===== config.mk =====
export PLATFORM = sky130hd
export DESIGN_NAME = cbl_div
export DESIGN_NICKNAME = d
export VERILOG_FILES = /design/src/hw/rtl/cbl_pkg.sv /design/src/hw/rtl/cbl_div.sv
export SDC_FILE = /design/constraint.sdc
export NUM_CORES = 2
export LEC_CHECK = 0
export BUFFER_PORTS_ARGS = -buffer_cell sky130_fd_sc_hd__clkbuf_2
export CELL_PAD_IN_SITES_DETAIL_PLACEMENT = 1
export CELL_PAD_IN_SITES_GLOBAL_PLACEMENT = 1
export CORE_ASPECT_RATIO = 1.2
export CORE_MARGIN = 2
export CORE_UTILIZATION = 54
export DETAILED_ROUTE_END_ITERATION = 10
export PLACE_DENSITY = 0.83
export SLEW_MARGIN = 20
export SYNTH_ARGS = -nofsm -noshare
export SYNTH_HDL_FRONTEND = slang
export SYNTH_SLANG_ARGS = --single-unit
export TNS_END_PERCENT = 30

===== constraint.sdc =====
create_clock -name clk -period 14.7 [get_ports clk]
set_input_delay 1.47 -clock clk [delete_from_list [all_inputs] [get_ports clk]]
set_output_delay 1.47 -clock clk [all_outputs]
set_load 0.02 [all_outputs]

===== src/hw/rtl/cbl_pkg.sv =====
// ----------------------------------------------------------------------------
// cbl_pkg: shared types, constants and chart tables
// Fixed-point formats, status codes, the four chart curves and the structs
// that travel between the pipeline sections of the chart lookup.
// ----------------------------------------------------------------------------
package cbl_pkg;

  // Chart geometry and fixed-point limits.
  localparam int NUM_CURVES    = 4;
  localparam int KNOT_TOTAL    = 52;
  localparam int MAX_SEG       = 17;
  localparam int DEG_MULT      = 117342;
  localparam int DEG_ROUND     = 32768;
  localparam int ANGLE_MAX_RAD = 12867;
  localparam int MACH_ONE      = 16384;
  localparam int MACH_LOW      = 11469;
  localparam int DEG_CLAMP     = 15360;
  localparam int BAND_WIDTH    = 3840;
  localparam int HALF_BAND     = BAND_WIDTH / 2;
  localparam int LAST_BAND     = NUM_CURVES;
  localparam int KNOT_SHIFT    = 8;
  localparam int OUT_ROUND     = 128;
  localparam int DELTA_MAX     = 65535;

  // Widths of internal values.
  localparam int IN_W        = 16;
  localparam int MACH_W      = 15;
  localparam int ANG_W       = 14;
  localparam int PROD_W      = 31;
  localparam int DEG_W       = 15;
  localparam int A_W         = 14;
  localparam int BAND_W      = 3;
  localparam int FRAC_W      = 12;
  localparam int SEG_W       = 5;
  localparam int IDX_W       = 6;
  localparam int KSEL_W      = 2;
  localparam int Y_W         = 16;
  localparam int DX_W        = 10;
  localparam int ADY_W       = 11;
  localparam int Q_W         = 19;
  localparam int NUM_W       = DX_W + Q_W;
  localparam int VAL_W       = 26;
  localparam int DIFF_W      = 23;
  localparam int MUL_W       = DIFF_W + FRAC_W;
  localparam int NN_W        = 27;
  localparam int RECIP_W     = 28;
  localparam int RPROD_W     = NN_W + RECIP_W;
  localparam int RECIP_SHIFT = 31;
  localparam int QA_W        = RPROD_W - RECIP_SHIFT;
  localparam int DOUT_W      = 16;

  // Division by the band width is a shift by eight and a division by fifteen,
  // done as a multiplication by a rounded-up reciprocal (exact below 2**27).
  localparam int BAND_SUB = BAND_WIDTH >> KNOT_SHIFT;
  localparam logic [RECIP_W-1:0] RECIP_BAND =
      RECIP_W'(((64'd1 << RECIP_SHIFT) + 64'(BAND_SUB) - 64'd1) / 64'(BAND_SUB));

  // Status codes.
  localparam logic [1:0] ST_OK         = 2'd0;
  localparam logic [1:0] ST_NEG        = 2'd1;
  localparam logic [1:0] ST_MACH_HIGH  = 2'd2;
  localparam logic [1:0] ST_ANGLE_HIGH = 2'd3;

  // Codes for the argument that failed a check.
  localparam logic [1:0] ARG_NONE  = 2'd0;
  localparam logic [1:0] ARG_MACH  = 2'd1;
  localparam logic [1:0] ARG_ANGLE = 2'd2;

  // Curve layout inside the knot tables.
  localparam int CURVE_START [NUM_CURVES] = '{0, 7, 17, 33};
  localparam int CURVE_LEN   [NUM_CURVES] = '{7, 10, 16, 19};

  // Knot positions on the ratio axis, Q1.14.
  localparam logic [MACH_W-1:0] KNOT_X [KNOT_TOTAL] = '{
    15'd11469, 15'd12327, 15'd13142, 15'd13940, 15'd14766, 15'd15541, 15'd16384,
    15'd11469, 15'd12308, 15'd13121, 15'd14007, 15'd14599, 15'd15052, 15'd15493,
    15'd15817, 15'd16056, 15'd16384,
    15'd11469, 15'd11865, 15'd12314, 15'd12811, 15'd13235, 15'd13690, 15'd14063,
    15'd14363, 15'd14696, 15'd14998, 15'd15259, 15'd15542, 15'd15737, 15'd15936,
    15'd16112, 15'd16384,
    15'd11469, 15'd12064, 15'd12539, 15'd12932, 15'd13277, 15'd13658, 15'd14040,
    15'd14415, 15'd14666, 15'd14922, 15'd15079, 15'd15207, 15'd15359, 15'd15566,
    15'd15731, 15'd15888, 15'd16036, 15'd16173, 15'd16384
  };

  // Knot values, Q0.16.
  localparam logic [Y_W-1:0] KNOT_Y [KNOT_TOTAL] = '{
    16'd834, 16'd826, 16'd826, 16'd775, 16'd663, 16'd429, 16'd0,
    16'd2957, 16'd2861, 16'd2663, 16'd2343, 16'd1981, 16'd1680, 16'd1264,
    16'd884, 16'd572, 16'd0,
    16'd6050, 16'd5886, 16'd5661, 16'd5363, 16'd5046, 16'd4690, 16'd4327,
    16'd3999, 16'd3609, 16'd3154, 16'd2756, 16'd2203, 16'd1771, 16'd1264,
    16'd773, 16'd0,
    16'd10287, 16'd9457, 16'd8781, 16'd8199, 16'd7698, 16'd7103, 16'd6439,
    16'd5789, 16'd5326, 16'd4775, 16'd4418, 16'd4101, 16'd3715, 16'd3154,
    16'd2707, 16'd2203, 16'd1615, 16'd1052, 16'd0
  };

  // Check outcome and the echoed arguments of one transaction.
  typedef struct packed {
    logic [1:0]        status;
    logic [1:0]        bad;
    logic [DEG_W-1:0]  deg;
    logic [MACH_W-1:0] mach;
  } rpt_t;

  // Left knot value and slope sign of one curve segment.
  typedef struct packed {
    logic [Y_W-1:0] y0;
    logic           neg;
  } base_t;

  // Everything that rides alongside the quotient pipeline.
  typedef struct packed {
    base_t             lo;
    base_t             hi;
    logic              lo_zero;
    logic [FRAC_W-1:0] frac;
    rpt_t              rpt;
  } side_t;

  // One divider lane: rounded numerator and segment span.
  typedef struct packed {
    logic [NUM_W-1:0] num;
    logic [DX_W-1:0]  span;
  } div_in_t;

endpackage


===== src/hw/rtl/cbl_div.sv =====
// ----------------------------------------------------------------------------
// cbl_div: pipelined restoring divider, two lanes
// One quotient bit per stage for the lower and upper curve of each
// transaction; the side data travels along with the partial results.
// ----------------------------------------------------------------------------
module cbl_div import cbl_pkg::*; (
  input  logic           clk,
  input  logic           rst,
  input  logic           in_valid,
  output logic           in_stall,
  input  div_in_t        lo_div,
  input  div_in_t        hi_div,
  input  side_t          in_side,
  output logic           out_valid,
  input  logic           out_stall,
  output logic [Q_W-1:0] q_lo,
  output logic [Q_W-1:0] q_hi,
  output side_t          out_side
);

  localparam int DEPTH = Q_W;

  typedef struct packed {
    logic [DX_W-1:0] rem;
    logic [Q_W-1:0]  low;
    logic [Q_W-1:0]  quo;
    logic [DX_W-1:0] den;
  } dstep_t;

  // Initial partial remainder: the top bits are already below the divisor.
  function automatic dstep_t div_init(input div_in_t d);
    dstep_t s;
    s.rem = d.num[NUM_W-1 -: DX_W];
    s.low = d.num[Q_W-1:0];
    s.quo = '0;
    s.den = d.span;
    return s;
  endfunction

  // One restoring step: shift in a numerator bit, subtract when it fits.
  function automatic dstep_t div_step(input dstep_t s);
    logic [DX_W:0] trial;
    logic          fits;
    dstep_t        r;
    trial = {s.rem, s.low[Q_W-1]};
    fits  = (trial >= {1'b0, s.den});
    r.rem = fits ? DX_W'(trial - {1'b0, s.den}) : trial[DX_W-1:0];
    r.low = {s.low[Q_W-2:0], 1'b0};
    r.quo = {s.quo[Q_W-2:0], fits};
    r.den = s.den;
    return r;
  endfunction

  logic [DEPTH-1:0] vld;
  logic [DEPTH:0]   ld;
  dstep_t           st_lo [DEPTH];
  dstep_t           st_hi [DEPTH];
  side_t            st_side [DEPTH];

  // Stage enables.
  always_comb begin
    ld[DEPTH] = !out_stall;
    for (int i = DEPTH - 1; i >= 0; i--) begin
      ld[i] = !vld[i] || ld[i+1];
    end
  end

  assign in_stall  = !ld[0];
  assign out_valid = vld[DEPTH-1];

  always_ff @(posedge clk) begin
    if (rst) begin
      vld <= '0;
    end else begin
      for (int i = 0; i < DEPTH; i++) begin
        if (ld[i]) begin
          vld[i] <= (i == 0) ? in_valid : vld[i-1];
        end
      end
    end
  end

  // Quotient stages.
  always_ff @(posedge clk) begin
    for (int i = 0; i < DEPTH; i++) begin
      if (ld[i]) begin
        if (i == 0) begin
          st_lo[i]   <= div_step(div_init(lo_div));
          st_hi[i]   <= div_step(div_init(hi_div));
          st_side[i] <= in_side;
        end else begin
          st_lo[i]   <= div_step(st_lo[i-1]);
          st_hi[i]   <= div_step(st_hi[i-1]);
          st_side[i] <= st_side[i-1];
        end
      end
    end
  end

  assign q_lo     = st_lo[DEPTH-1].quo;
  assign q_hi     = st_hi[DEPTH-1].quo;
  assign out_side = st_side[DEPTH-1];

endmodule


==> metrics list <==
* Area growth from synthesis to layout: 12.57%
- Transition at the pin with the smallest max-transition slack: 1089 ps
- The worst hold path belongs to the class flop to flop.
* DP HPWL: 159300 µm
* Floorplan Core Area: 0.2074 mm²
- After synthesis the netlist holds a flip-flop and latch count of 3000.
* Maximum fanout along the worst path: 8
- The floorplan step set the die width to 421.1 µm.
- Static timing analysis puts the maximum clock frequency at 0.1973 GHz.
* Per-cell via count in the routed design: 5.520
- Once the clock tree was built, the resizer swapped 0 gates to a different size.
- The hold violation count in the final report was 0.
* Placed Area: 0.1176 mm²
- Kind of end point of the critical path: output port
- Final design area excluding fillers: 0.1269 mm²
- Setup slack closes at 9631 ps.
- The number of clock buffers added by TritonCTS is 295.
* Antenna violations before repair: 12
* Total Negative Setup Slacks: 0 ps
- Once detail routing completed, the nets flagged for antenna violations numbered 0.
* Maximum number of pins on one net before global-route repair: 121
- In this run, post-CTS hold repair placed 0 buffers.
* Critical Path Slowest Stage Cell: and3_1
- In this run the cell area of the synthesized design comes to 0.1127 mm².
* Synthesized instance count: 6333
- Crit Path Category: input port to output port
- Number of enable-type register cells in the synthesized netlist: 2981
- Setup repair after global routing left no endpoint under its margin.
- The run finished with clean final reports.
- Of the cells placed in the final design, the portion with a size suffix greater than 1 is 13.50%.
* Vias post-DR: 54.44k
- CTS built an H-tree with a depth of 5.
- The signal on the critical path passes through clkbuf_2, nand2_4, nor4_4, buf_4, and3_1, and3_2, and3_1, clkbuf_2.
- Async SR Flop Fraction: 0%
- Total setup violations reported at the end of the flow: 0
* Count of synthesis-stage warnings from yosys: 0
- After layout, the design draws a total of 24.51 mW.
- The number of global-route vias before repair came to 59.19k.
- Aggregate routed wire length: 236400 µm
- Stage delay of the slowest cell on the critical path: 420 ps
- Leading cell type in the layout, fill and taps excluded: edfxtp_1
- The routed design could run at a clock period as short as 5069 ps.
* Number of buffer cells added on primary ports: 283
- Clock slew at the register clock pins of the worst setup and hold paths: 70 ps
* Number of instances in the placed design: 9334
- Final Wtd Congestion: 0.9048
* Pint: 17.63 mW
- Worst Path Required: 13230 ps
* Buffer type at the clock tree root: clkbuf_16
* Synthesized net count: 6912
- On the final layout, the worst clock skew is 56.83 ps.
- IR drop worst, VDD: 149.2 µV
* Boundary Pins: 284
- Once the clock tree was built, the setup fixing pass inserted 0 buffers.
- TritonCTS clock tree: done
- For this run the aggregate overflow at the end of global routing stands at 0.
* First-pass GRT wire length: 353300 µm
- Cell depth of the worst min-delay path: 0
- Averaged over all synthesized cells, the footprint is 17.80 µm².
* Worst slew slack as a fraction of its limit: 25.55%
- Clk sink count: 3000
- Final Cycle Share: 34.48%
- Fraction of power consumed by sequential logic: 48.1%
- DRC: 0
* Synth unique cells: 60
- Max capacitance violation total: 0
- Cell area power density: 193.1 mW/mm²
- The die covers 0.2124 mm².
- After the last flow step, the layout net total stands at 7437.
* Overall Global Routing Usage: 22.01%
- Portion of the post-synthesis area used by sequential elements: 79.75%
* Drt first-iter violations: 3548
* Count of non-filler cells in the finished layout: 9862
* Max-slew violation count: 0
- Wire per inst: 23.97 µm
- Leaving out fill and tap cells, the most frequent cells in the layout are edfxtp_1 (2981), inv_1 (611), ha_1 (380).
* Arrival time reported for the critical path endpoint: 3600 ps
- Part of the total power dissipated in combinational logic: 22.2%
- OpenSTA, run right after detailed placement, puts the worst setup slack at 9496 ps.
- The first detailed-routing pass ran for 7 iterations.
- For this configuration, the core starts out at a cell density of 54.34%.
- Startpoint types: input port
- Number of buffers on the longest clock path: 4
- After floorplanning, the core was divided into 183 placement rows.
- The analysis attributes to cell leakage a power of 48.98 nW.
* Switching Share: 28.06%
- The most used flip-flop cell after synthesis is edfxtp_1.
- Worst r2r path cells: 8
- In this run the vertical extent of the chip is 504.5 µm.
- Reg-to-reg setup timing slack: 10850 ps
- Clock latency reported for the late side of the worst-skew pair: 950 ps
- For this design the total switching power over the nets is 6.876 mW.
- The clock network accounts for 29.7% of the total power.
[state kept, by name, indices dropped and copies added, names as in the netlist]
register / count
st_hi: 721
st_lo: 721
st_side: 1539
vld: 19
[stage by stage]
step / hold slack [ps] / utilization [%]
4_1_cts: 386.0 / 61.12
6_report: 386.2 / 61.17
5_1_grt: 401.1 / 61.17
3_5_place_dp: 405.2 / 56.69
3_3_place_gp: 400.4 / 56.69
2_1_floorplan: 400.3 / -
[area by class of cell]
cell class | instances | area (µm²)
fill | 18310 | 80550
tap | 2775 | 3472
clock inverter | 156 | 1470
inverter | 619 | 2384
multi-input combinational | 2623 | 20170
timing repair buffer | 319 | 1750
clock buffer | 356 | 7716
antenna | 14 | 35.03
sequential | 3000 | 89900
[kinds of logic (layout without fill, tap and decap cells)]
family / after synthesis / after routing / share of synthesized area (%)
DFF: 3000 / 3000 / 79.75
other: 0 / 14 / 0
AOI/OAI and AO/OA: 766 / 766 / 4.664
xor gates and xnor gates: 162 / 162 / 1.259
muxes: 295 / 295 / 2.842
buffers and inverters: 710 / 1450 / 2.448
adders and majority gates: 416 / 416 / 4.857
and+or+nand+nor: 984 / 984 / 4.184
[power groups by stage]
stage	sequential, mW	combinational (mW)	clock [mW]
3_3_place_gp	11.8	4.86	0
5_1_grt	11.9	5.94	7.71
2_1_floorplan	11.6	3.93	0
4_1_cts	11.8	5.39	7.43
3_5_place_dp	11.9	5.23	0
6_report	11.8	5.43	7.29
[final timing paths]
| kind | from | to |
|---|---|---|
| max | out_stall | in_stall |
| min | st_lo[5][14] | st_lo[6][15] |
| max reg2reg | vld[15] | st_lo[6][35] |
| min reg2reg | st_lo[5][14] | st_lo[6][15] |
[cells in the mapped netlist, drive strengths merged (9+ instances only)]
cell type / instances / area (µm²)
nand2b: 48 / 300.3
mux2i: 94 / 940.9
o31ai: 11 / 82.58
nor2b: 76 / 475.5
o21ai: 139 / 695.7
a211oi: 9 / 67.56
nand2: 289 / 1085
xnor2: 104 / 910.9
nor3b: 21 / 157.7
a21boi: 35 / 262.8
dfxtp: 19 / 380.4
nand4: 75 / 469.2
xor2: 58 / 508.0
o41ai: 20 / 175.2
o211a: 26 / 260.3
or2b: 12 / 90.09
a31oi: 18 / 112.6
mux2: 201 / 2263
ha: 380 / 4755
inv: 619 / 2323
a211o: 17 / 148.9
o211ai: 14 / 105.1
a2111oi: 35 / 306.5
or3: 18 / 112.6
and3: 31 / 195.2
a21oi: 225 / 1160
o31a: 27 / 236.5
nor4: 10 / 77.57
a222oi: 26 / 260.3
a21o: 47 / 352.8
clkbuf: 51 / 191.4
o2111ai: 21 / 183.9
edfxtp: 2981 / 89520
nor3: 76 / 380.4
fa: 36 / 720.7
a221o: 34 / 340.3
nand3b: 14 / 105.1
o21a: 26 / 195.2
nor2: 290 / 1089
buf: 40 / 245.2
[routing by layer]
metal  vias up  wire length, µm  GRT usage (%)
li1      25040                -              -
met1     27450            88320          24.37
met2      1432           125400          40.73
met3       521             9562          3.406
met4         0            13170          11.35
met5         -                0              0
[worst max-delay path, delay by kind of cell]
kind	cells	cell delay, ps
AND/OR/NAND/NOR	5	1450
buffers and inverters	3	660
Note: power is estimated with default switching activity, not from simulation.
