[config.mk]
export PLATFORM = sky130hd
export DESIGN_NAME = cbl_back
export DESIGN_NICKNAME = d
export VERILOG_FILES = /design/src/hw/rtl/cbl_pkg.sv /design/src/hw/rtl/cbl_back.sv
export SDC_FILE = /design/constraint.sdc
export NUM_CORES = 2
export LEC_CHECK = 0
export BUFFER_PORTS_ARGS = -buffer_cell sky130_fd_sc_hd__buf_2
export CAP_MARGIN = 40
export CORE_UTILIZATION = 35
export CTS_CLUSTER_SIZE = 20
export DETAILED_ROUTE_END_ITERATION = 10
export PLACE_DENSITY = 0.57
export SLEW_MARGIN = 25
export SYNTH_ARGS = -nofsm -noshare
export SYNTH_HDL_FRONTEND = slang
export SYNTH_SLANG_ARGS = --single-unit
[constraint.sdc]
create_clock -name clk -period 7.7 [get_ports clk]
set_clock_uncertainty 0.1 [all_clocks]
set_input_delay 1.54 -clock clk [delete_from_list [all_inputs] [get_ports clk]]
set_output_delay 1.54 -clock clk [all_outputs]
set_load 0.03 [all_outputs]
[src/hw/rtl/cbl_pkg.sv]
// ----------------------------------------------------------------------------
// cbl_pkg: shared types, constants and chart tables
// Fixed-point formats, status codes, the four chart curves and the structs
// that travel between the pipeline sections of the chart lookup.
// ----------------------------------------------------------------------------
package cbl_pkg;

  // Chart geometry and fixed-point limits.
  localparam int NUM_CURVES    = 4;
  localparam int KNOT_TOTAL    = 52;
  localparam int MAX_SEG       = 17;
  localparam int DEG_MULT      = 117342;
  localparam int DEG_ROUND     = 32768;
  localparam int ANGLE_MAX_RAD = 12867;
  localparam int MACH_ONE      = 16384;
  localparam int MACH_LOW      = 11469;
  localparam int DEG_CLAMP     = 15360;
  localparam int BAND_WIDTH    = 3840;
  localparam int HALF_BAND     = BAND_WIDTH / 2;
  localparam int LAST_BAND     = NUM_CURVES;
  localparam int KNOT_SHIFT    = 8;
  localparam int OUT_ROUND     = 128;
  localparam int DELTA_MAX     = 65535;

  // Widths of internal values.
  localparam int IN_W        = 16;
  localparam int MACH_W      = 15;
  localparam int ANG_W       = 14;
  localparam int PROD_W      = 31;
  localparam int DEG_W       = 15;
  localparam int A_W         = 14;
  localparam int BAND_W      = 3;
  localparam int FRAC_W      = 12;
  localparam int SEG_W       = 5;
  localparam int IDX_W       = 6;
  localparam int KSEL_W      = 2;
  localparam int Y_W         = 16;
  localparam int DX_W        = 10;
  localparam int ADY_W       = 11;
  localparam int Q_W         = 19;
  localparam int NUM_W       = DX_W + Q_W;
  localparam int VAL_W       = 26;
  localparam int DIFF_W      = 23;
  localparam int MUL_W       = DIFF_W + FRAC_W;
  localparam int NN_W        = 27;
  localparam int RECIP_W     = 28;
  localparam int RPROD_W     = NN_W + RECIP_W;
  localparam int RECIP_SHIFT = 31;
  localparam int QA_W        = RPROD_W - RECIP_SHIFT;
  localparam int DOUT_W      = 16;

  // Division by the band width is a shift by eight and a division by fifteen,
  // done as a multiplication by a rounded-up reciprocal (exact below 2**27).
  localparam int BAND_SUB = BAND_WIDTH >> KNOT_SHIFT;
  localparam logic [RECIP_W-1:0] RECIP_BAND =
      RECIP_W'(((64'd1 << RECIP_SHIFT) + 64'(BAND_SUB) - 64'd1) / 64'(BAND_SUB));

  // Status codes.
  localparam logic [1:0] ST_OK         = 2'd0;
  localparam logic [1:0] ST_NEG        = 2'd1;
  localparam logic [1:0] ST_MACH_HIGH  = 2'd2;
  localparam logic [1:0] ST_ANGLE_HIGH = 2'd3;

  // Codes for the argument that failed a check.
  localparam logic [1:0] ARG_NONE  = 2'd0;
  localparam logic [1:0] ARG_MACH  = 2'd1;
  localparam logic [1:0] ARG_ANGLE = 2'd2;

  // Curve layout inside the knot tables.
  localparam int CURVE_START [NUM_CURVES] = '{0, 7, 17, 33};
  localparam int CURVE_LEN   [NUM_CURVES] = '{7, 10, 16, 19};

  // Knot positions on the ratio axis, Q1.14.
  localparam logic [MACH_W-1:0] KNOT_X [KNOT_TOTAL] = '{
    15'd11469, 15'd12327, 15'd13142, 15'd13940, 15'd14766, 15'd15541, 15'd16384,
    15'd11469, 15'd12308, 15'd13121, 15'd14007, 15'd14599, 15'd15052, 15'd15493,
    15'd15817, 15'd16056, 15'd16384,
    15'd11469, 15'd11865, 15'd12314, 15'd12811, 15'd13235, 15'd13690, 15'd14063,
    15'd14363, 15'd14696, 15'd14998, 15'd15259, 15'd15542, 15'd15737, 15'd15936,
    15'd16112, 15'd16384,
    15'd11469, 15'd12064, 15'd12539, 15'd12932, 15'd13277, 15'd13658, 15'd14040,
    15'd14415, 15'd14666, 15'd14922, 15'd15079, 15'd15207, 15'd15359, 15'd15566,
    15'd15731, 15'd15888, 15'd16036, 15'd16173, 15'd16384
  };

  // Knot values, Q0.16.
  localparam logic [Y_W-1:0] KNOT_Y [KNOT_TOTAL] = '{
    16'd834, 16'd826, 16'd826, 16'd775, 16'd663, 16'd429, 16'd0,
    16'd2957, 16'd2861, 16'd2663, 16'd2343, 16'd1981, 16'd1680, 16'd1264,
    16'd884, 16'd572, 16'd0,
    16'd6050, 16'd5886, 16'd5661, 16'd5363, 16'd5046, 16'd4690, 16'd4327,
    16'd3999, 16'd3609, 16'd3154, 16'd2756, 16'd2203, 16'd1771, 16'd1264,
    16'd773, 16'd0,
    16'd10287, 16'd9457, 16'd8781, 16'd8199, 16'd7698, 16'd7103, 16'd6439,
    16'd5789, 16'd5326, 16'd4775, 16'd4418, 16'd4101, 16'd3715, 16'd3154,
    16'd2707, 16'd2203, 16'd1615, 16'd1052, 16'd0
  };

  // Check outcome and the echoed arguments of one transaction.
  typedef struct packed {
    logic [1:0]        status;
    logic [1:0]        bad;
    logic [DEG_W-1:0]  deg;
    logic [MACH_W-1:0] mach;
  } rpt_t;

  // Left knot value and slope sign of one curve segment.
  typedef struct packed {
    logic [Y_W-1:0] y0;
    logic           neg;
  } base_t;

  // Everything that rides alongside the quotient pipeline.
  typedef struct packed {
    base_t             lo;
    base_t             hi;
    logic              lo_zero;
    logic [FRAC_W-1:0] frac;
    rpt_t              rpt;
  } side_t;

  // One divider lane: rounded numerator and segment span.
  typedef struct packed {
    logic [NUM_W-1:0] num;
    logic [DX_W-1:0]  span;
  } div_in_t;

endpackage

[src/hw/rtl/cbl_back.sv]
// ----------------------------------------------------------------------------
// cbl_back: curve values, angle interpolation and result formatting
// Five stages: curve values, difference, product with the angle fraction,
// reciprocal division by the band width, and the rounded, masked result.
// ----------------------------------------------------------------------------
module cbl_back import cbl_pkg::*; (
  input  logic              clk,
  input  logic              rst,
  input  logic              in_valid,
  output logic              in_stall,
  input  logic [Q_W-1:0]    q_lo,
  input  logic [Q_W-1:0]    q_hi,
  input  side_t             in_side,
  output logic              out_valid,
  input  logic              out_stall,
  output logic [DOUT_W-1:0] delta_value,
  output logic [1:0]        status,
  output logic [1:0]        bad_argument,
  output logic [DEG_W-1:0]  angle_degrees,
  output logic [MACH_W-1:0] mach_report
);

  localparam int DEPTH = 5;

  // Curve value in Q0.24: left knot value plus the signed rounded step.
  function automatic logic signed [VAL_W-1:0] curve_val(input base_t b,
                                                       input logic [Q_W-1:0] q);
    logic signed [VAL_W-1:0] base;
    logic signed [VAL_W-1:0] step;
    base = VAL_W'({b.y0, KNOT_SHIFT'(0)});
    step = VAL_W'(q);
    return b.neg ? (base - step) : (base + step);
  endfunction

  logic [DEPTH-1:0] vld;
  logic [DEPTH:0]   ld;

  logic signed [VAL_W-1:0] b0_lo;
  logic signed [VAL_W-1:0] b0_hi;
  logic [FRAC_W-1:0]       b0_frac;
  rpt_t                    b0_rpt;

  logic signed [VAL_W-1:0] b1_lo;
  logic [DIFF_W-1:0]       b1_ad;
  logic                    b1_neg;
  logic [FRAC_W-1:0]       b1_frac;
  rpt_t                    b1_rpt;

  logic signed [VAL_W-1:0] b2_lo;
  logic [MUL_W-1:0]        b2_mp;
  logic                    b2_neg;
  rpt_t                    b2_rpt;

  logic signed [VAL_W-1:0] b3_lo;
  logic [RPROD_W-1:0]      b3_rp;
  logic                    b3_neg;
  rpt_t                    b3_rpt;

  logic signed [VAL_W-1:0] diff;
  logic [MUL_W:0]          nsum;
  logic [NN_W-1:0]         nn;
  logic [QA_W-1:0]         qa;
  logic signed [VAL_W-1:0] r24;
  logic [VAL_W-1:0]        dsum;
  logic [VAL_W-KNOT_SHIFT-1:0] dd;
  logic [DOUT_W-1:0]       delta;

  // Stage enables.
  always_comb begin
    ld[DEPTH] = !out_stall;
    for (int i = DEPTH - 1; i >= 0; i--) begin
      ld[i] = !vld[i] || ld[i+1];
    end
  end

  assign in_stall  = !ld[0];
  assign out_valid = vld[DEPTH-1];

  always_ff @(posedge clk) begin
    if (rst) begin
      vld <= '0;
    end else begin
      for (int i = 0; i < DEPTH; i++) begin
        if (ld[i]) begin
          vld[i] <= (i == 0) ? in_valid : vld[i-1];
        end
      end
    end
  end

  // Stage 0: both curve values; the lowest band sits on the zero curve.
  always_ff @(posedge clk) begin
    if (ld[0]) begin
      b0_lo   <= in_side.lo_zero ? '0 : curve_val(in_side.lo, q_lo);
      b0_hi   <= curve_val(in_side.hi, q_hi);
      b0_frac <= in_side.frac;
      b0_rpt  <= in_side.rpt;
    end
  end

  // Stage 1: magnitude and sign of the curve difference.
  assign diff = b0_hi - b0_lo;

  always_ff @(posedge clk) begin
    if (ld[1]) begin
      b1_lo   <= b0_lo;
      b1_neg  <= diff[VAL_W-1];
      b1_ad   <= diff[VAL_W-1] ? DIFF_W'(-diff) : DIFF_W'(diff);
      b1_frac <= b0_frac;
      b1_rpt  <= b0_rpt;
    end
  end

  // Stage 2: product with the angle fraction.
  always_ff @(posedge clk) begin
    if (ld[2]) begin
      b2_lo  <= b1_lo;
      b2_mp  <= b1_ad * b1_frac;
      b2_neg <= b1_neg;
      b2_rpt <= b1_rpt;
    end
  end

  // Stage 3: add half a band, drop eight bits, multiply by 1/15.
  assign nsum = {1'b0, b2_mp} + (MUL_W+1)'(HALF_BAND);
  assign nn   = nsum[KNOT_SHIFT +: NN_W];

  always_ff @(posedge clk) begin
    if (ld[3]) begin
      b3_lo  <= b2_lo;
      b3_rp  <= RPROD_W'(nn) * RPROD_W'(RECIP_BAND);
      b3_neg <= b2_neg;
      b3_rpt <= b2_rpt;
    end
  end

  // Final value, rounding to Q0.16 and saturation.
  always_comb begin
    qa   = b3_rp[RECIP_SHIFT +: QA_W];
    r24  = b3_neg ? (b3_lo - VAL_W'(qa)) : (b3_lo + VAL_W'(qa));
    dsum = VAL_W'(r24) + VAL_W'(OUT_ROUND);
    dd   = dsum[VAL_W-1:KNOT_SHIFT];
    if (r24[VAL_W-1]) begin
      delta = '0;
    end else if (dd > (VAL_W-KNOT_SHIFT)'(DELTA_MAX)) begin
      delta = DOUT_W'(DELTA_MAX);
    end else begin
      delta = dd[DOUT_W-1:0];
    end
  end

  // Stage 4: output register; a failed check clears the numeric fields.
  always_ff @(posedge clk) begin
    if (ld[4]) begin
      status       <= b3_rpt.status;
      bad_argument <= b3_rpt.bad;
      if (b3_rpt.status == ST_OK) begin
        delta_value   <= delta;
        angle_degrees <= b3_rpt.deg;
        mach_report   <= b3_rpt.mach;
      end else begin
        delta_value   <= '0;
        angle_degrees <= '0;
        mach_report   <= '0;
      end
    end
  end

endmodule
==> results.py <==
metrics = {
    "timing": {
        "tightest_slew_ps": 737,
        "slew_headroom": 0.508,
        "post-route-period-util": 0.951,
        "hold_viol": 0,
        "slew_viol_final": 0,
        "fmax_ghz": 0.137,
        "layout_min_cycle_time_ps": 7320,
        "setup_viol": 0,
        "tns_ps": 0,
    },
    "die": {
        "initial_utilization": 0.354,
        "fp.dieArea_mm2": 0.0977,
        "die_h_um": 313,
        "fp.dieW_um": 313,
        "rows": 113,
        "design.core.area_mm2": 0.0953,
        "io_pins": 175,
    },
    "yosys": {
        "yosysSeqAreaShare": 0.375,
        "synth_top_area_cell": "edfxtp_1",
        "ys_warn_count": 0,
        "syn_avg_cell_area_um2": 11.1,
        "synth_top_area_share": 0.372,
        "syn-num-nets": 3810,
        "synth_cell_types": 89,
        "synthSimpleGateAreaFrac": 0.112,
        "synth_flop_cell": "edfxtp_1",
        "synthMuxAreaShare": 0.00404,
        "synth_edf_count": 418,
        "synthAdderAreaFrac": 0.309,
        "yosys_register_bits": 423,
        "yosys-top-cells-area": "edfxtp_1 37%, fa_1 18%, ha_1 13%, inv_1 5.4%, xnor2_1 3.6%",
        "synth_top_family_by_area": "adder cells",
        "syn_inst": 3037,
        "synth-compound-area-share": 0.0844,
        "netlist_area_mm2": 0.0338,
        "async_flop_share": 0,
        "synthXorXnorAreaFrac": 0.0526,
    },
    "drt": {
        "wl_um": 72000,
        "via_per_inst": 4.76,
        "ant_nets": 0,
        "wl_per_cell_um": 15.9,
        "first_iter_violations": 1272,
        "drc": 0,
        "drt_pass1_iterations": 5,
        "vias": 21555,
    },
    "finish": {
        "fill_cells": 9282,
        "multi_input_area_mm2": 0.0191,
        "nNetsFinal": 3998,
        "area_delta_synth_final_pct": 13.1,
        "regArea_mm2": 0.0127,
        "drive_above_1_share": 0.112,
    },
    "run": {
        "cap_viol_max_count": 0,
    },
    "critical_path": {
        "slowest_delay_ps": 740,
        "crit_path_top_delay_cell": "fa_1",
        "endpoint_kind": "register",
        "worstPathMaxFanout": 4,
        "start_kind": "register",
        "critical_path_class": "register to register",
        "r2r_cells": 28,
        "worstPathArrival_ps": 7570,
        "cp.required_ps": 7950,
        "path_common_cell": "fa_1",
    },
    "clocking": {
        "holdBufCountCts": 0,
        "cts_buffers": 47,
        "clk_pin_slew_ps": 60,
        "root_buffer": "clkbuf_16",
        "clockBufferDepth": 3,
        "cts_tree": "done",
        "clk-insertion-delay-late_ps": 610,
        "cts.sinks": 423,
        "cts-htree-levels": 2,
    },
    "worst_hold_path": {
        "min_delay_path_depth": 0,
        "min_path_type": "register to register",
    },
    "place": {
        "hpwl_um": 58000,
        "globalplace.congestion": 0.846,
        "port_buffers": 174,
    },
    "grt": {
        "gr-total-overflow": 0,
        "grt_pass1_vias": 21970,
        "antenna_found_initial": 1,
        "grt_max_degree": 68,
        "grt_pass1_wl_um": 116000,
        "grt.total_usage": 0.148,
    },
    "run_status": {
        "outcome": "complete, no violations",
    },
}
==> worst max-delay path: cells and delay by family, from the launching register on <==
family          cells  cell delay [ps]
fa+ha+maj           7             3070
compound gates      8             1740
simple gates        8             1260
buf+inv             3              260
flops               1              390
xor+xnor            2              250
==> per-layer routing <==
metal	wire length, um	global-route usage	vias to the layer above
met1	32500	0.194	10503
li1	-	-	10618
met5	0	0	-
met3	2350	0.0173	99
met2	35400	0.258	335
met4	1750	0.0406	0
==> state kept, by name, indices dropped and copies added (netlist names), 2 cells and up <==
| register | flops |
|---|---|
| angle_degrees | 15 |
| b0_frac | 12 |
| b0_hi | 26 |
| b0_lo | 26 |
| b0_rpt | 34 |
| b1_ad | 23 |
| b1_frac | 12 |
| b1_lo | 26 |
| b1_rpt | 34 |
| b2_lo | 26 |
| b2_mp | 28 |
| b2_rpt | 34 |
| b3_lo | 26 |
| b3_rp | 24 |
| b3_rpt | 34 |
| bad_argument | 2 |
| delta_value | 16 |
| mach_report | 15 |
| status | 2 |
| vld | 5 |
==> metrics by stage <==
stage                     cells  setup WS [ps]  cell area, um2  utilization  hold slack, ps
after floorplan            3037            127           33800            -             300
after global placement     4430           46.7           36200        0.380             300
after detailed placement   4435          -12.3           36300        0.381             305
after CTS                  4523           27.9           38000        0.398             291
after global routing       4530          -28.0           38200        0.401             292
final                      4531            378           38200        0.401             300
==> kinds of logic (layout without fill, tap and decap cells) <==
family,Yosys count,count (layout)
xor+xnor,203,203
buf+inv,565,792
fa+ha+maj,650,650
simple gates,771,771
mux,12,12
compound gates,413,413
flops,423,423
other cells,0,2
==> layout make-up <==
cell class | instances | share of cell area
inverter | 484 | 0.0476
multi-input combinational | 2049 | 0.501
clock inverter | 26 | 0.0111
tap | 1265 | 0.0414
clock buffer | 62 | 0.0328
antenna | 2 | 0.000131
sequential | 423 | 0.331
timing repair buffer | 220 | 0.0351
==> cells in the mapped netlist, drive strengths merged (5+ instances only) <==
master and count:
a2111oi 7, a211o 6, a211oi 12, a21boi 8, a21o 37, a21oi 123
a31oi 18, a32oi 5, and2 121, and3 25, and4 5, buf 8
clkbuf 73, dfxtp 5, edfxtp 418, fa 305, ha 345, inv 484
mux2i 9, nand2 292, nand2b 25, nand3 38, nand4 16, nor2 130
nor2b 14, nor3 53, nor3b 7, nor4 7, o2111ai 6, o211ai 6
o21a 18, o21ai 66, o21bai 21, o31a 6, o31ai 19, o41ai 10
or2 8, or3 14, xnor2 137, xor2 66
==> repair_timing <==
| item | 4_1_cts | 5_1_grt |
|---|---|---|
| cloned | 0 | 0 |
| resized for setup | 1 | 27 |
| setup endpoints to repair | 1 | 8 |
| setup buffers | 0 | 1 |
| endpoints found under the hold margin | 0 | 0 |
| pin swaps | 0 | 20 |
==> layout by cell type (no fill, tap or decap), types with 21 or more instances in the layout <==
| cell | n |
|---|---|
| inv_1 | 482 |
| edfxtp_1 | 418 |
| ha_1 | 343 |
| fa_1 | 303 |
| nand2_1 | 290 |
| buf_2 | 174 |
| xnor2_1 | 136 |
| nor2_1 | 125 |
| and2_1 | 121 |
| a21oi_1 | 113 |
| xor2_1 | 65 |
| o21ai_0 | 56 |
| nor3_1 | 51 |
| clkbuf_16 | 48 |
| a21o_1 | 37 |
| buf_4 | 36 |
| nand3_1 | 35 |
| nand2b_1 | 24 |
| and3_1 | 22 |
| o21bai_1 | 21 |
==> final timing paths <==
check	start	endpoint	slack (ps)
setup / recovery	b2_mp[14]	b3_rp[54]	380
hold / removal	b0_rpt[6]	b1_rpt[6]	300
setup reg to reg	b2_mp[14]	b3_rp[54]	380
hold reg to reg	b0_rpt[6]	b1_rpt[6]	300
Power is left out: the tool's default activity adds up to more than one toggle a clock period on the data nets, which glitch-free logic cannot reach.
