===== config.mk =====
export PLATFORM = sky130hd
export DESIGN_NAME = cbl_front
export DESIGN_NICKNAME = d
export VERILOG_FILES = /design/src/hw/rtl/cbl_pkg.sv /design/src/hw/rtl/cbl_front.sv
export SDC_FILE = /design/constraint.sdc
export NUM_CORES = 2
export LEC_CHECK = 0
export BUFFER_PORTS_ARGS = -buffer_cell sky130_fd_sc_hd__buf_2
export CAP_MARGIN = 5
export CORE_UTILIZATION = 64
export DETAILED_ROUTE_END_ITERATION = 6
export GPL_TIMING_DRIVEN = 1
export PLACE_DENSITY = 0.88
export SETUP_SLACK_MARGIN = 0.02
export SLEW_MARGIN = 20
export SYNTH_ARGS = -nofsm -noshare
export SYNTH_HDL_FRONTEND = slang
export SYNTH_SLANG_ARGS = --single-unit

===== constraint.sdc =====
create_clock -name clk -period 12.2 [get_ports clk]
set_input_delay 0.61 -clock clk [delete_from_list [all_inputs] [get_ports clk]]
set_output_delay 0.61 -clock clk [all_outputs]
set_load 0.01 [all_outputs]

===== src/hw/rtl/cbl_pkg.sv =====
// ----------------------------------------------------------------------------
// cbl_pkg: shared types, constants and chart tables
// Fixed-point formats, status codes, the four chart curves and the structs
// that travel between the pipeline sections of the chart lookup.
// ----------------------------------------------------------------------------
package cbl_pkg;

  // Chart geometry and fixed-point limits.
  localparam int NUM_CURVES    = 4;
  localparam int KNOT_TOTAL    = 52;
  localparam int MAX_SEG       = 17;
  localparam int DEG_MULT      = 117342;
  localparam int DEG_ROUND     = 32768;
  localparam int ANGLE_MAX_RAD = 12867;
  localparam int MACH_ONE      = 16384;
  localparam int MACH_LOW      = 11469;
  localparam int DEG_CLAMP     = 15360;
  localparam int BAND_WIDTH    = 3840;
  localparam int HALF_BAND     = BAND_WIDTH / 2;
  localparam int LAST_BAND     = NUM_CURVES;
  localparam int KNOT_SHIFT    = 8;
  localparam int OUT_ROUND     = 128;
  localparam int DELTA_MAX     = 65535;

  // Widths of internal values.
  localparam int IN_W        = 16;
  localparam int MACH_W      = 15;
  localparam int ANG_W       = 14;
  localparam int PROD_W      = 31;
  localparam int DEG_W       = 15;
  localparam int A_W         = 14;
  localparam int BAND_W      = 3;
  localparam int FRAC_W      = 12;
  localparam int SEG_W       = 5;
  localparam int IDX_W       = 6;
  localparam int KSEL_W      = 2;
  localparam int Y_W         = 16;
  localparam int DX_W        = 10;
  localparam int ADY_W       = 11;
  localparam int Q_W         = 19;
  localparam int NUM_W       = DX_W + Q_W;
  localparam int VAL_W       = 26;
  localparam int DIFF_W      = 23;
  localparam int MUL_W       = DIFF_W + FRAC_W;
  localparam int NN_W        = 27;
  localparam int RECIP_W     = 28;
  localparam int RPROD_W     = NN_W + RECIP_W;
  localparam int RECIP_SHIFT = 31;
  localparam int QA_W        = RPROD_W - RECIP_SHIFT;
  localparam int DOUT_W      = 16;

  // Division by the band width is a shift by eight and a division by fifteen,
  // done as a multiplication by a rounded-up reciprocal (exact below 2**27).
  localparam int BAND_SUB = BAND_WIDTH >> KNOT_SHIFT;
  localparam logic [RECIP_W-1:0] RECIP_BAND =
      RECIP_W'(((64'd1 << RECIP_SHIFT) + 64'(BAND_SUB) - 64'd1) / 64'(BAND_SUB));

  // Status codes.
  localparam logic [1:0] ST_OK         = 2'd0;
  localparam logic [1:0] ST_NEG        = 2'd1;
  localparam logic [1:0] ST_MACH_HIGH  = 2'd2;
  localparam logic [1:0] ST_ANGLE_HIGH = 2'd3;

  // Codes for the argument that failed a check.
  localparam logic [1:0] ARG_NONE  = 2'd0;
  localparam logic [1:0] ARG_MACH  = 2'd1;
  localparam logic [1:0] ARG_ANGLE = 2'd2;

  // Curve layout inside the knot tables.
  localparam int CURVE_START [NUM_CURVES] = '{0, 7, 17, 33};
  localparam int CURVE_LEN   [NUM_CURVES] = '{7, 10, 16, 19};

  // Knot positions on the ratio axis, Q1.14.
  localparam logic [MACH_W-1:0] KNOT_X [KNOT_TOTAL] = '{
    15'd11469, 15'd12327, 15'd13142, 15'd13940, 15'd14766, 15'd15541, 15'd16384,
    15'd11469, 15'd12308, 15'd13121, 15'd14007, 15'd14599, 15'd15052, 15'd15493,
    15'd15817, 15'd16056, 15'd16384,
    15'd11469, 15'd11865, 15'd12314, 15'd12811, 15'd13235, 15'd13690, 15'd14063,
    15'd14363, 15'd14696, 15'd14998, 15'd15259, 15'd15542, 15'd15737, 15'd15936,
    15'd16112, 15'd16384,
    15'd11469, 15'd12064, 15'd12539, 15'd12932, 15'd13277, 15'd13658, 15'd14040,
    15'd14415, 15'd14666, 15'd14922, 15'd15079, 15'd15207, 15'd15359, 15'd15566,
    15'd15731, 15'd15888, 15'd16036, 15'd16173, 15'd16384
  };

  // Knot values, Q0.16.
  localparam logic [Y_W-1:0] KNOT_Y [KNOT_TOTAL] = '{
    16'd834, 16'd826, 16'd826, 16'd775, 16'd663, 16'd429, 16'd0,
    16'd2957, 16'd2861, 16'd2663, 16'd2343, 16'd1981, 16'd1680, 16'd1264,
    16'd884, 16'd572, 16'd0,
    16'd6050, 16'd5886, 16'd5661, 16'd5363, 16'd5046, 16'd4690, 16'd4327,
    16'd3999, 16'd3609, 16'd3154, 16'd2756, 16'd2203, 16'd1771, 16'd1264,
    16'd773, 16'd0,
    16'd10287, 16'd9457, 16'd8781, 16'd8199, 16'd7698, 16'd7103, 16'd6439,
    16'd5789, 16'd5326, 16'd4775, 16'd4418, 16'd4101, 16'd3715, 16'd3154,
    16'd2707, 16'd2203, 16'd1615, 16'd1052, 16'd0
  };

  // Check outcome and the echoed arguments of one transaction.
  typedef struct packed {
    logic [1:0]        status;
    logic [1:0]        bad;
    logic [DEG_W-1:0]  deg;
    logic [MACH_W-1:0] mach;
  } rpt_t;

  // Left knot value and slope sign of one curve segment.
  typedef struct packed {
    logic [Y_W-1:0] y0;
    logic           neg;
  } base_t;

  // Everything that rides alongside the quotient pipeline.
  typedef struct packed {
    base_t             lo;
    base_t             hi;
    logic              lo_zero;
    logic [FRAC_W-1:0] frac;
    rpt_t              rpt;
  } side_t;

  // One divider lane: rounded numerator and segment span.
  typedef struct packed {
    logic [NUM_W-1:0] num;
    logic [DX_W-1:0]  span;
  } div_in_t;

endpackage


===== src/hw/rtl/cbl_front.sv =====
// ----------------------------------------------------------------------------
// cbl_front: argument checks, degree conversion and segment setup
// Four stages: checks and degree product, clamps with band and segment
// search, knot lookup, and the rounded numerator for each curve lane.
// ----------------------------------------------------------------------------
module cbl_front import cbl_pkg::*; (
  input  logic                    clk,
  input  logic                    rst,
  input  logic                    in_valid,
  output logic                    in_stall,
  input  logic signed [IN_W-1:0]  mach_ratio,
  input  logic signed [IN_W-1:0]  sweep_angle,
  output logic                    out_valid,
  input  logic                    out_stall,
  output div_in_t                 lo_div,
  output div_in_t                 hi_div,
  output side_t                   side
);

  localparam int DEPTH = 4;

  typedef struct packed {
    logic [DX_W-1:0]  dx;
    logic [DX_W-1:0]  span;
    logic [ADY_W-1:0] ady;
    logic             neg;
    logic [Y_W-1:0]   y0;
  } lane_t;

  // Segment geometry of curve k at ratio x.
  function automatic lane_t lane_lookup(input logic [KSEL_W-1:0] k,
                                        input logic [SEG_W-1:0] seg_k,
                                        input logic [MACH_W-1:0] x);
    logic [IDX_W-1:0]  idx;
    logic [IDX_W-1:0]  idx_n;
    logic [MACH_W-1:0] x0;
    logic [MACH_W-1:0] x1;
    logic [Y_W-1:0]    y0;
    logic [Y_W-1:0]    y1;
    lane_t             r;
    idx    = IDX_W'(CURVE_START[k]) + IDX_W'(seg_k);
    idx_n  = idx + IDX_W'(1);
    x0     = KNOT_X[idx];
    x1     = KNOT_X[idx_n];
    y0     = KNOT_Y[idx];
    y1     = KNOT_Y[idx_n];
    r.dx   = DX_W'(x - x0);
    r.span = DX_W'(x1 - x0);
    r.neg  = (y1 < y0);
    r.ady  = r.neg ? ADY_W'(y0 - y1) : ADY_W'(y1 - y0);
    r.y0   = y0;
    return r;
  endfunction

  logic [DEPTH-1:0] vld;
  logic [DEPTH:0]   ld;

  // Stage registers.
  logic [1:0]        s0_status;
  logic [1:0]        s0_bad;
  logic [MACH_W-1:0] s0_mach;
  logic [PROD_W-1:0] s0_prod;

  logic [MACH_W-1:0] s1_x;
  logic [BAND_W-1:0] s1_band;
  logic [FRAC_W-1:0] s1_frac;
  logic [SEG_W-1:0]  s1_seg [NUM_CURVES];
  rpt_t              s1_rpt;

  lane_t             s2_lo;
  lane_t             s2_hi;
  logic              s2_lo_zero;
  logic [FRAC_W-1:0] s2_frac;
  rpt_t              s2_rpt;

  // Combinational values.
  logic [1:0]          chk_status;
  logic [1:0]          chk_bad;
  logic [PROD_W:0]     deg_sum;
  logic [DEG_W-1:0]    deg;
  logic [A_W-1:0]      a_clamp;
  logic [A_W-1:0]      band_base;
  logic [BAND_W-1:0]   band;
  logic [MACH_W-1:0]   x_clamp;
  logic [SEG_W-1:0]    seg [NUM_CURVES];
  logic [KSEL_W-1:0]   k_lo;
  logic [KSEL_W-1:0]   k_hi;
  lane_t               lane_lo;
  lane_t               lane_hi;
  logic [ADY_W+DX_W-1:0] mul_lo;
  logic [ADY_W+DX_W-1:0] mul_hi;

  // Stage enables: a stage loads when it is empty or its successor moves.
  always_comb begin
    ld[DEPTH] = !out_stall;
    for (int i = DEPTH - 1; i >= 0; i--) begin
      ld[i] = !vld[i] || ld[i+1];
    end
  end

  assign in_stall  = !ld[0];
  assign out_valid = vld[DEPTH-1];

  always_ff @(posedge clk) begin
    if (rst) begin
      vld <= '0;
    end else begin
      for (int i = 0; i < DEPTH; i++) begin
        if (ld[i]) begin
          vld[i] <= (i == 0) ? in_valid : vld[i-1];
        end
      end
    end
  end

  // Argument checks in priority order.
  always_comb begin
    if (mach_ratio[IN_W-1]) begin
      chk_status = ST_NEG;
      chk_bad    = ARG_MACH;
    end else if (sweep_angle[IN_W-1]) begin
      chk_status = ST_NEG;
      chk_bad    = ARG_ANGLE;
    end else if (mach_ratio[MACH_W-1:0] > MACH_W'(MACH_ONE)) begin
      chk_status = ST_MACH_HIGH;
      chk_bad    = ARG_MACH;
    end else if (sweep_angle[MACH_W-1:0] > MACH_W'(ANGLE_MAX_RAD)) begin
      chk_status = ST_ANGLE_HIGH;
      chk_bad    = ARG_ANGLE;
    end else begin
      chk_status = ST_OK;
      chk_bad    = ARG_NONE;
    end
  end

  // Stage 0: checks and the radians-to-degrees product.
  always_ff @(posedge clk) begin
    if (ld[0]) begin
      s0_status <= chk_status;
      s0_bad    <= chk_bad;
      s0_mach   <= mach_ratio[MACH_W-1:0];
      s0_prod   <= PROD_W'(sweep_angle[ANG_W-1:0]) * PROD_W'(DEG_MULT);
    end
  end

  // Degrees, clamps, angle band and fraction.
  always_comb begin
    deg_sum = {1'b0, s0_prod} + (PROD_W+1)'(DEG_ROUND);
    deg     = deg_sum[16 +: DEG_W];
    a_clamp = (deg > DEG_W'(DEG_CLAMP)) ? A_W'(DEG_CLAMP) : deg[A_W-1:0];
    x_clamp = (s0_mach < MACH_W'(MACH_LOW)) ? MACH_W'(MACH_LOW) : s0_mach;
    if (a_clamp >= A_W'(4 * BAND_WIDTH)) begin
      band      = BAND_W'(4);
      band_base = A_W'(4 * BAND_WIDTH);
    end else if (a_clamp >= A_W'(3 * BAND_WIDTH)) begin
      band      = BAND_W'(3);
      band_base = A_W'(3 * BAND_WIDTH);
    end else if (a_clamp >= A_W'(2 * BAND_WIDTH)) begin
      band      = BAND_W'(2);
      band_base = A_W'(2 * BAND_WIDTH);
    end else if (a_clamp >= A_W'(BAND_WIDTH)) begin
      band      = BAND_W'(1);
      band_base = A_W'(BAND_WIDTH);
    end else begin
      band      = '0;
      band_base = '0;
    end
  end

  // Segment search: count the inner knots that lie below the ratio.
  always_comb begin
    for (int k = 0; k < NUM_CURVES; k++) begin
      seg[k] = '0;
      for (int j = 0; j < MAX_SEG; j++) begin
        if ((j + 2 < CURVE_LEN[k]) && (x_clamp > KNOT_X[CURVE_START[k] + j + 1])) begin
          seg[k] = seg[k] + SEG_W'(1);
        end
      end
    end
  end

  // Stage 1.
  always_ff @(posedge clk) begin
    if (ld[1]) begin
      s1_x           <= x_clamp;
      s1_band        <= band;
      s1_frac        <= FRAC_W'(a_clamp - band_base);
      s1_seg         <= seg;
      s1_rpt.status  <= s0_status;
      s1_rpt.bad     <= s0_bad;
      s1_rpt.deg     <= deg;
      s1_rpt.mach    <= s0_mach;
    end
  end

  // Curve pair for the band; the top band uses the last curve alone.
  always_comb begin
    if (s1_band == BAND_W'(LAST_BAND)) begin
      k_hi = KSEL_W'(NUM_CURVES - 1);
      k_lo = KSEL_W'(NUM_CURVES - 1);
    end else begin
      k_hi = s1_band[KSEL_W-1:0];
      k_lo = s1_band[KSEL_W-1:0] - KSEL_W'(1);
    end
    lane_lo = lane_lookup(k_lo, s1_seg[k_lo], s1_x);
    lane_hi = lane_lookup(k_hi, s1_seg[k_hi], s1_x);
  end

  // Stage 2: knot lookup.
  always_ff @(posedge clk) begin
    if (ld[2]) begin
      s2_lo      <= lane_lo;
      s2_hi      <= lane_hi;
      s2_lo_zero <= (s1_band == '0);
      s2_frac    <= s1_frac;
      s2_rpt     <= s1_rpt;
    end
  end

  // Numerators with half a span added for rounding to nearest.
  assign mul_lo = s2_lo.ady * s2_lo.dx;
  assign mul_hi = s2_hi.ady * s2_hi.dx;

  // Stage 3: divider inputs and the side data.
  always_ff @(posedge clk) begin
    if (ld[3]) begin
      lo_div.num     <= NUM_W'({mul_lo, KNOT_SHIFT'(0)}) + NUM_W'(s2_lo.span >> 1);
      lo_div.span    <= s2_lo.span;
      hi_div.num     <= NUM_W'({mul_hi, KNOT_SHIFT'(0)}) + NUM_W'(s2_hi.span >> 1);
      hi_div.span    <= s2_hi.span;
      side.lo.y0     <= s2_lo.y0;
      side.lo.neg    <= s2_lo.neg;
      side.hi.y0     <= s2_hi.y0;
      side.hi.neg    <= s2_hi.neg;
      side.lo_zero   <= s2_lo_zero;
      side.frac      <= s2_frac;
      side.rpt       <= s2_rpt;
    end
  end

endmodule


==> summary.md <==
| Metric | Value |
|---|---|
| Register area | 11,850 um^2 |
| Proportion of register bits with asynchronous set or reset after synthesis | 0% |
| Detailed-route DRC error count | 5 |
| Cell repeated most along the worst path | sky130_fd_sc_hd__ha_1 |
| Setup-failing EPs final | 0 |
| R2r startpoint | s0_mach[12] |
| Syn-to-layout area delta | 7.982% |
| Count of pins on the block boundary | 197 |
| Time the worst path needs with I/O delays and setup | 11.31 ns |
| Number of antenna-violating nets in the routed design | 0 |
| Met3 Resource Use GR | 6.327% |
| Yosys Warn Count | 0 |
| Tightest slew margin relative to the limit | 32.33% |
| Overall die width | 256.4 um |
| Placed wire-length estimate | 86,680 um |
| Aggregate negative setup slack | 0 ns |
| Fmax | 0.08842 GHz |
| Overall global routing resource usage | 35.34% |
| Data arrival time of the worst path | 11.66 ns |
| End of the worst register-to-register path | s1_seg[4] |
| Post-synthesis area per instance | 9.007 um^2 |
| Share of cells above drive strength 1 | 9.998% |
| Worst-path clk slew | 0.06 ns |
| Final-stage net count | 5,350 |
| Post-synth EDFFs | 392 |
| Core box area | 63,540 um^2 |
| Core occupancy in the finished layout | 70.38% |
| Number of CTS-inserted buffers | 46 |
| Delay of the slowest critical-path stage | 0.49 ns |
| Pin count of the biggest net entering global routing | 73 |
| Number of port buffers | 192 |
| Detailed Route Iter0 Violations | 3,737 |
| CTS Hold Buffers Added | 0 |
| Depth of the worst hold-timing path | 1 |
| Clock sinks | 396 |
| Total congestion overflow | 0 |
| Global placer's final weighted congestion | 1.050 |
| Slowest cell on the critical path | sky130_fd_sc_hd__or3b_4 |
| Worst hold slack across all endpoints | 0.2007 ns |
| Setup slack of the most critical reg-to-reg path | 0.89 ns |
| Slew Limit Fails | 0 |
| Per-cell routed wire length | 21.31 um |
| Site row count | 92 |
| Count of maximum capacitance violations | 0 |
| Initial core utilization | 65.18% |
| Proportion of synthesized chip area in sequential cells | 28.62% |
| Wire length reported by the detailed router | 118,000 um |
| Slew @ Worst Pin | 1.004 ns |
| Hold EP | s0_mach[1] |
| Final period utilization | 92.71% |
| Synthesized cell area | 41,410 um^2 |
| H-Tree Depth | 2 |
| Category of the worst setup path launch point | flop |
| Start point of the worst min-delay path | mach_ratio[1] |
| Worst setup path category | reg2reg |
| Max clock buf depth | 3 |
| Buffer type at the clock tree root | sky130_fd_sc_hd__clkbuf_16 |
| Multi-input gate area in the final layout | 26,950 um^2 |
| Critical Path Sink Type | flop |
| RSZ-0062 raised after global routing | no |
| Die height | 256.4 um |
| Most common flop cell mapped by yosys | sky130_fd_sc_hd__edfxtp_1 |
| Via count of the first global-routing pass | 35,020 |
| Clock insertion delay at the later pin of the skew report | 0.61 ns |
| Final hold violation count | 0 |
| Number of antenna violations at the first check in global routing | 1 |
| First-pass DRT Iterations | 7 |
| Met2 track demand over resource | 59.90% |
| Largest driver fanout on the critical path | 9 |
| Final-layout fill cell count | 4,624 |
| Layout Skew | 0.04677 ns |
| Wire length of the first global-routing pass | 186,200 um |
| Violated checks | DRC |
| Met1 track demand over resource | 42.57% |
| Number of antenna cells inserted | 0 |
| Clock tree from TritonCTS | done |
| Overall via count from detail_route | 35,870 |
| Result of the run | finished, violations left |
| Distinct cell type count after synthesis | 99 |
| Vias per cell | 6.478 |
| #FFs+latches synth | 396 |
| Worst Hold Class | in2reg |
| Required time at the worst-slack endpoint | 12.55 ns |
| Busiest metal layer after global routing | met2 |
| Post-synthesis cell count | 4,598 |
| Die outline area | 65,730 um^2 |
| Depth of the worst register-to-register path | 51 |
stage by stage:
| stage | area, um^2 | setup WS [ns] | cells |
|---|---|---|---|
| after floorplan | 41430 | 1.825 | 4602 |
| after global placement | 43090 | 0.9317 | 5447 |
| after detailed placement | 43090 | 0.6955 | 5447 |
| after CTS | 44640 | 0.6846 | 5530 |
| after global routing | 44720 | 0.03381 | 5537 |
| final | 44720 | 0.8897 | 5537 |
registers in the layout, summed over array words and instances, names as in the netlist:
register    count
s1_band         3
s1_x           10
s1_rpt         34
lo_div         31
s2_lo          46
s1_frac        12
s0_bad          2
s2_lo_zero      1
side           77
s2_hi          46
s2_rpt         34
hi_div         31
s1_seg         20
s2_frac        12
s0_prod        16
s0_mach        15
vld             4
s0_status       2
critical path, delay by kind of cell (launching register included):
kind	cells	cell delay, ns
xor+xnor	5	0.73
flops	1	0.47
mux	2	0.59
fa+ha+maj	10	3.04
compound gates	19	3.38
buf+inv	1	0.19
simple gates	14	2.63
logic make-up after synthesis:
kind of cell	share of synthesized area [%]
AND/OR/NAND/NOR	15.70
AO/OA/AOI/OAI	16.96
buffers and inverters	6.834
adder cells (fa/ha/maj)	24.00
flip-flops	28.62
XOR/XNOR	6.444
multiplexers	1.435
other	0.009055
per-layer routing:
layer,part of all wire (%),routed length (um)
met5,0.013,15
met4,6.0,7107
met3,9.4,11150
met2,48,56450
met1,37,43270
how the worst max path moves through the flow:
stage	from	endpoint	slack (ns)	cells after the start
after global placement	s0_mach[13]	s1_seg[4]	0.93	51
after CTS	s0_mach[13]	s1_seg[4]	0.68	51
after detailed placement	s0_mach[13]	s1_seg[4]	0.70	51
after global routing	s0_mach[12]	s1_seg[4]	0.03	52
after floorplan	s0_mach[14]	s1_seg[4]	1.83	52
final	s0_mach[12]	s1_seg[4]	0.89	51
cell usage in the layout (no fill, tap or decap), types with 46 or more instances in the layout:
| cell type | n |
|---|---|
| sky130_fd_sc_hd__nor3_1 | 92 |
| sky130_fd_sc_hd__buf_2 | 192 |
| sky130_fd_sc_hd__clkbuf_16 | 46 |
| sky130_fd_sc_hd__and2_1 | 117 |
| sky130_fd_sc_hd__a31oi_1 | 64 |
| sky130_fd_sc_hd__xnor2_1 | 159 |
| sky130_fd_sc_hd__nand2_1 | 503 |
| sky130_fd_sc_hd__fa_1 | 226 |
| sky130_fd_sc_hd__edfxtp_1 | 392 |
| sky130_fd_sc_hd__a21oi_1 | 307 |
| sky130_fd_sc_hd__a21o_1 | 75 |
| sky130_fd_sc_hd__nor2_1 | 326 |
| sky130_fd_sc_hd__inv_1 | 452 |
| sky130_fd_sc_hd__nand3_1 | 118 |
| sky130_fd_sc_hd__xor2_1 | 81 |
| sky130_fd_sc_hd__ha_1 | 431 |
| sky130_fd_sc_hd__buf_4 | 81 |
| sky130_fd_sc_hd__o21ai_0 | 237 |
final cells by class:
type | count | share of cell area [%]
Clock inverter | 33 | 0.8701
Clock buffer | 50 | 2.608
Inverter | 461 | 3.886
Multi-Input combinational cell | 3478 | 60.26
Tap cell | 846 | 2.367
Sequential cell | 396 | 26.50
Timing Repair Buffer | 273 | 3.509
cells in the mapped netlist (11+ instances only):
cell type | count | area (um^2)
sky130_fd_sc_hd__a311oi_1 | 12 | 105.1
sky130_fd_sc_hd__a21o_1 | 75 | 563.0
sky130_fd_sc_hd__o211ai_1 | 43 | 322.8
sky130_fd_sc_hd__and3_1 | 31 | 193.9
sky130_fd_sc_hd__nand2_1 | 505 | 1896
sky130_fd_sc_hd__inv_1 | 453 | 1700
sky130_fd_sc_hd__a221oi_1 | 20 | 175.2
sky130_fd_sc_hd__ha_1 | 432 | 5405
sky130_fd_sc_hd__a211oi_1 | 41 | 307.8
sky130_fd_sc_hd__buf_1 | 31 | 116.4
sky130_fd_sc_hd__o21bai_1 | 26 | 195.2
sky130_fd_sc_hd__xnor2_1 | 174 | 1524
sky130_fd_sc_hd__o21a_1 | 25 | 187.7
sky130_fd_sc_hd__a21oi_1 | 307 | 1536
sky130_fd_sc_hd__a31oi_1 | 64 | 400.4
sky130_fd_sc_hd__nor4_1 | 16 | 100.1
sky130_fd_sc_hd__xor2_1 | 85 | 744.5
sky130_fd_sc_hd__a21boi_0 | 22 | 165.2
sky130_fd_sc_hd__o221ai_1 | 11 | 96.34
sky130_fd_sc_hd__o31ai_1 | 15 | 112.6
sky130_fd_sc_hd__o311ai_0 | 28 | 245.2
sky130_fd_sc_hd__mux2i_1 | 29 | 290.3
sky130_fd_sc_hd__o21ai_0 | 237 | 1186
sky130_fd_sc_hd__clkbuf_1 | 204 | 765.7
sky130_fd_sc_hd__nor3_1 | 92 | 460.4
sky130_fd_sc_hd__o22ai_1 | 31 | 193.9
sky130_fd_sc_hd__nand3_1 | 119 | 595.6
sky130_fd_sc_hd__nor2_1 | 328 | 1231
sky130_fd_sc_hd__nor3b_1 | 14 | 105.1
sky130_fd_sc_hd__or2_2 | 14 | 87.58
sky130_fd_sc_hd__nand2b_1 | 24 | 150.1
sky130_fd_sc_hd__and2_1 | 117 | 732.0
sky130_fd_sc_hd__fa_1 | 226 | 4524
sky130_fd_sc_hd__nor2b_1 | 38 | 237.7
sky130_fd_sc_hd__buf_4 | 22 | 165.2
sky130_fd_sc_hd__mux2_2 | 23 | 259.0
sky130_fd_sc_hd__edfxtp_1 | 392 | 11770
sky130_fd_sc_hd__nand4_1 | 35 | 219.0
timing repair:
action | CTS | global route
endpoints found under the setup margin | 0 | 1
resized for setup | 0 | 3
buffers inserted | 0 | 7
Power is not shown: default switching activity piles up to over one toggle a cycle in this logic, so the estimate is an artifact.
